## src/sv/zokdp_pkg.sv

```systemverilog
// Shared widths and parameter defaults for the knapsack engine.
`default_nettype none

package zokdp_pkg;

  // Field widths fixed by the interface.
  localparam int CAP_W    = 10;
  localparam int WEIGHT_W = 10;
  localparam int VALUE_W  = 16;
  localparam int OUT_W    = 32;

  // Defaults for the top-level parameters.
  localparam int MAX_CAPACITY_DEF = 1023;
  localparam int ACC_BITS_DEF     = 32;

endpackage

`default_nettype wire

```

## src/sv/zokdp_relax.sv

```systemverilog
// Relaxation of one capacity entry: saturating add and keep the larger value.
`default_nettype none

module zokdp_relax #(
  parameter int ACC_BITS = zokdp_pkg::ACC_BITS_DEF
) (
  input  wire logic                         take,
  input  wire logic [ACC_BITS-1:0]          old_val,
  input  wire logic [ACC_BITS-1:0]          base_val,
  input  wire logic [zokdp_pkg::VALUE_W-1:0] item_value,
  output logic      [ACC_BITS-1:0]          new_val,
  output logic                              sat_hit
);

  logic [ACC_BITS:0]   sum;
  logic [ACC_BITS-1:0] cand;

  // Candidate sum, clamped to all ones on carry out.
  always_comb begin
    sum  = {1'b0, base_val} + (ACC_BITS + 1)'(item_value);
    cand = sum[ACC_BITS] ? '1 : sum[ACC_BITS-1:0];
  end

  // The entry keeps the larger of its old value and the candidate.
  always_comb begin
    sat_hit = take && sum[ACC_BITS];
    if (take && (cand > old_val)) begin
      new_val = cand;
    end else begin
      new_val = old_val;
    end
  end

endmodule

`default_nettype wire

```

## config.mk

```make
export PLATFORM = sky130hd
export DESIGN_NAME = zokdp_relax
export DESIGN_NICKNAME = d
export VERILOG_FILES = /design/src/sv/zokdp_pkg.sv /design/src/sv/zokdp_relax.sv
export SDC_FILE = /design/constraint.sdc
export NUM_CORES = 1
export LEC_CHECK = 0
export BUFFER_PORTS_ARGS = -buffer_cell sky130_fd_sc_hd__buf_2
export CORE_MARGIN = 5
export CORE_UTILIZATION = 30
export DETAILED_ROUTE_END_ITERATION = 6
export GPL_TIMING_DRIVEN = 0
export PLACE_DENSITY = 0.62
export SYNTH_ARGS = -nofsm -noshare
export SYNTH_HDL_FRONTEND = slang
export SYNTH_SLANG_ARGS = --single-unit
```

## constraint.sdc

```tcl
create_clock -name vclk -period 8
set_input_delay 0.4 -clock vclk [all_inputs]
set_output_delay 0.4 -clock vclk [all_outputs]
set_load 0.03 [all_outputs]
```

==> run_results.csv, run 1 <==
group,metric,value,unit
synth,synthCells,427,
hold_path,hp-class,"primary input to primary output",
power_and_ir_drop,power.density,85.2,nW/um^2
layout,clock_buffer_count,0,
place,place.gp.congestion,0.953,
timing,fmax,175,MHz
setup_path,crit_type,"primary input to primary output",
layout,diodes,0,
routing,drtAntennaViolNets,0,
timing,rsz0062_at_grt,"no",
routing,wl_per_cell,16.5,um
place,dp_hpwl,9670,um
synth,yosys_warnings,0,
routing,vias,3738,
timing,setup_violations,0,
timing,tightest_slew,673,ps
setup_path,start_kind,"primary input",
synth,ys_types,65,
timing,hold_violations,0,
synth,syn_area,3080,um^2
synth,synth_top_area_share,0.195,
place,placed_area,3820,um^2
grt,grt_overflow,0,
synth,avgSynthCellArea,7.22,um^2
die,start_util,0.303,
die,pin_count,114,
die,row_count,37,
setup_path,crit_slowest_cell,"fa_1",
grt,grt_pass1_wl,18200,um
routing,finalWirelength,11100,um
timing,slew_viol_final,0,
timing,fin_setup_tns,0,ps
setup_path,required,7600,ps
synth,synth_nets,557,
layout,fin_nets,672,
routing,first_iter_violations,262,
timing,slew_headroom,0.549,
setup_path,cp_data_arrival_time,5300,ps
die,die_y,111,um
synth,synth.yosys.seq_area_share,0,
power_and_ir_drop,irDropWorstVdd,0.0000413,V
synth,yosysTopAreaCell,"ha_1",
run,maxCapViolations,0,
synth,post-synth-top-count-cell,"nand2_1",
setup_path,crit_path_frequent_cell,"buf_2",
die,die-width,111,um
grt,grt_usage,0.170,
routing,routed_via_density,5.53,
timing,post-route-min-period,5700,ps
routing,dr.pass1.iters,6,
routing,drc,0,
clock_network,hold_buffers,0,
clock_network,post_cts_buffers,0,
setup_path,crit_fanout,10,
setup_path,cp_cell_sequence,"buf_2, ha_1, fa_1, a211oi_1, o21ai_0, nand4_2, a21o_1, buf_2, nand3_1, ha_1, nand3_1, nor4_1, nand2_1, nor3b_1, a22o_2, buf_2, mux2_2, buf_2",
setup_path,end_kind,"primary output",
hold_path,hold_depth,4,
timing,whs,1170,ps
clock_network,cts_resized,0,
place,port_buffers,113,
layout,fin_util,0.375,
grt,grt_max_degree,11,
grt,grt_antenna_before_repair,0,
timing,post-route-period-util,0.712,
die,core,10200,um^2
outcome,outcome,"completed",
synth,synthTopCellsByArea,"ha_1 19%, mux2_2 11%, nand2_1 6.1%, a21oi_1 5.2%, nand4_1 4.9%",
synth,synth_common_cells,"50 x nand2_1, 48 x ha_1, 37 x inv_1, 32 x a21oi_1, 30 x mux2_2",
layout,area_growth_syn_to_layout,23.9,%
layout,seq_cells,0,
power_and_ir_drop,leakagePower,1.87,nW
grt,grt_pass1_vias,3752,
die,dieArea,12400,um^2
power_and_ir_drop,total_power,0.326,mW
layout,final_cell_area,3820,um^2
layout,fillers,1107,
layout,seqCellArea,0,um^2
setup_path,cpPeakStageDelay,430,ps
layout,layout-drive-gt1-share,0.322,
-- placed cells by master (no fill, tap or decap), types with 6 or more instances in the layout --
cell type	count
a211oi_1	7
a21o_1	14
a21oi_1	32
buf_2	118
ha_1	48
inv_1	37
mux2_2	30
nand2_1	50
nand3_1	12
nand4_1	24
nor2_1	25
nor3_1	10
o21ai_0	17
or4_1	6
xor2_1	7
-- where the power goes --
part	total [mW]	internal, mW	switching, mW	leakage [nW]
Combinational	0.326	0.128	0.197	1.87
Sequential	0	0	0	0
Clock	0	0	0	0
Total	0.326	0.128	0.197	1.87
-- worst paths after layout --
| kind | end | start | slack, ps |
|---|---|---|---|
| worst min-delay path | new_val[0] | old_val[0] | 1170 |
| worst max-delay path | new_val[20] | base_val[0] | 2300 |
-- area by class of cell --
type                            instances  area, um^2  area share
Multi-Input combinational cell        374        2800       0.732
Tap cell                              136         170      0.0445
Timing Repair Buffer                  113         566       0.148
Buffer                                 16         149      0.0390
Inverter                               37         139      0.0364
-- stage by stage --
stage,setup WS [ps],instances
finish,2300,676
global route,1930,676
CTS,2330,676
detailed placement,2330,676
global placement,2380,676
floorplan,3290,427
-- kinds of logic (layout without fill, tap and decap cells) --
| logic type | after synthesis | after routing | synth area share |
|---|---|---|---|
| AOI/OAI and AO/OA | 125 | 125 | 0.291 |
| adders and majority gates | 49 | 49 | 0.201 |
| and+or+nand+nor | 156 | 156 | 0.262 |
| muxes | 33 | 33 | 0.121 |
| buffers and inverters | 53 | 166 | 0.0933 |
| xor gates and xnor gates | 11 | 11 | 0.0312 |
-- critical path: cells and delay by family --
kind | cells | cell delay [ps]
AO/OA/AOI/OAI | 4 | 1140
adder cells (fa/ha/maj) | 3 | 990
buffers and inverters | 4 | 880
multiplexers | 1 | 370
AND/OR/NAND/NOR | 6 | 1510
-- routing by layer --
layer	wire length, um	track usage	part of all wire	vias to the layer above
met5	0	0	0	-
met4	275	0.0349	0.025	0
met2	5120	0.290	0.46	158
met3	647	0.0158	0.058	18
met1	5100	0.234	0.46	1694
li1	-	-	-	1868
(Power assumes the default switching activity.)
==> run 2: changes to the inputs <==
==> constraint.sdc (replaced) <==
create_clock -name vclk -period 5.8
set_input_delay 0.29 -clock vclk [all_inputs]
set_output_delay 0.29 -clock vclk [all_outputs]
set_load 0.03 [all_outputs]
==> run_results.csv, run 2 (synthesis results as in run 1) <==
group,metric,value,unit
grt,grt_usage,0.170,
timing,fmax,188,MHz
timing,tightest_slew,659,ps
layout,diodes,0,
grt,grt_antenna_before_repair,0,
routing,dr.pass1.iters,5,
hold_path,min_from,"old_val[0]",
setup_path,required,5510,ps
routing,drtAntennaViolNets,0,
layout,final_cells,676,
setup_path,start_kind,"primary input",
timing,setup_violations,0,
routing,wl_per_cell,16.5,um
power_and_ir_drop,power.density,117,nW/um^2
place,placed_area,3820,um^2
die,dieArea,12400,um^2
layout,final_cell_area,3820,um^2
hold_path,hold_depth,4,
clock_network,post_cts_buffers,0,
setup_path,end_kind,"primary output",
die,die_y,111,um
timing,slew_headroom,0.558,
routing,routed_via_density,5.52,
hold_path,hp-class,"primary input to primary output",
run,maxCapViolations,0,
die,start_util,0.303,
setup_path,crit_type,"primary input to primary output",
layout,area_growth_syn_to_layout,24.0,%
layout,mostFrequentLayoutCell,"buf_2",
grt,grt_pass1_vias,3752,
layout,fin_nets,672,
layout,fillers,1107,
power_and_ir_drop,irDropWorstVdd,0.0000570,V
routing,vias,3731,
place,dp_hpwl,9670,um
layout,seqCellArea,0,um^2
timing,fin_setup_tns,0,ps
die,die-width,111,um
place,placedCellCount,676,
die,pin_count,114,
outcome,outcome,"completed",
setup_path,cp_data_arrival_time,5040,ps
die,core,10200,um^2
grt,grt_pass1_wl,18200,um
layout,fin_util,0.376,
layout,layout_common_cells,"118 x buf_2, 50 x nand2_1, 48 x ha_1, 37 x inv_1, 32 x a21oi_1",
timing,post-route-min-period,5330,ps
routing,drc,0,
routing,finalWirelength,11200,um
routing,first_iter_violations,269,
place,port_buffers,113,
timing,hold_violations,0,
layout,layout-drive-gt1-share,0.324,
layout,clock_buffer_count,0,
power_and_ir_drop,leakagePower,1.87,nW
setup_path,crit_path_start,"base_val[0]",
timing,post-route-period-util,0.918,
setup_path,crit_fanout,10,
die,row_count,37,
timing,slew_viol_final,0,
place,place.gp.congestion,0.953,
grt,grt_overflow,0,
layout,seq_cells,0,
timing,rsz0062_at_grt,"no",
grt,grt_max_degree,11,
power_and_ir_drop,total_power,0.449,mW
hold_path,hold_end,"new_val[0]",
==> run 2: what timing repair did <==
| action | 4_1_cts | 5_1_grt |
|---|---|---|
| gates resized for setup | 0 | 1 |
| hold buffers | 0 | 0 |
| setup endpoints to repair | 0 | 18 |
==> run 2: cell type report <==
class	count	area (um^2)	share of cell area
Tap cell	136	170	0.0445
Inverter	37	139	0.0363
Multi-Input combinational cell	374	2800	0.732
Timing Repair Buffer	113	566	0.148
Buffer	16	149	0.0389
==> run 2: how the worst max path moves through the flow <==
stage	slack, ps	cells after the start	endpoint
finish	470	18	new_val[20]
detailed placement	350	18	new_val[12]
floorplan	1310	15	new_val[0]
global placement	400	19	new_val[20]
global route	120	19	new_val[21]
CTS	350	18	new_val[20]
==> run 2: stage by stage <==
step,hold WS [ps],setup WS [ps]
2_1_floorplan,753,1310
3_3_place_gp,958,396
3_5_place_dp,951,348
4_1_cts,955,347
5_1_grt,979,124
6_report,953,473
==> run 2: routing by layer <==
layer	up-vias	track usage	part of all wire	wire (um)
li1	1862	-	-	-
met1	1694	0.234	0.45	5090
met2	155	0.290	0.46	5190
met3	20	0.0158	0.057	636
met4	0	0.0349	0.024	267
met5	-	0	0	0
==> run 2: power by group <==
group          internal [mW]  leakage [nW]  switching [mW]
Sequential                 0             0               0
Combinational          0.177          1.87           0.272
Clock                      0             0               0
Total                  0.177          1.87           0.272
==> run 2: critical path, stage by stage <==
cell	delay [ps]
buf_2	100
ha_1	220
fa_1	430
a211oi_1	250
o21ai_0	220
nand4_2	280
a21o_1	360
buf_2	320
nand3_1	170
ha_1	340
nand3_1	100
nor4_1	370
nand2_1	170
nor3b_2	310
a22o_2	270
buf_2	290
mux2_2	370
buf_2	170
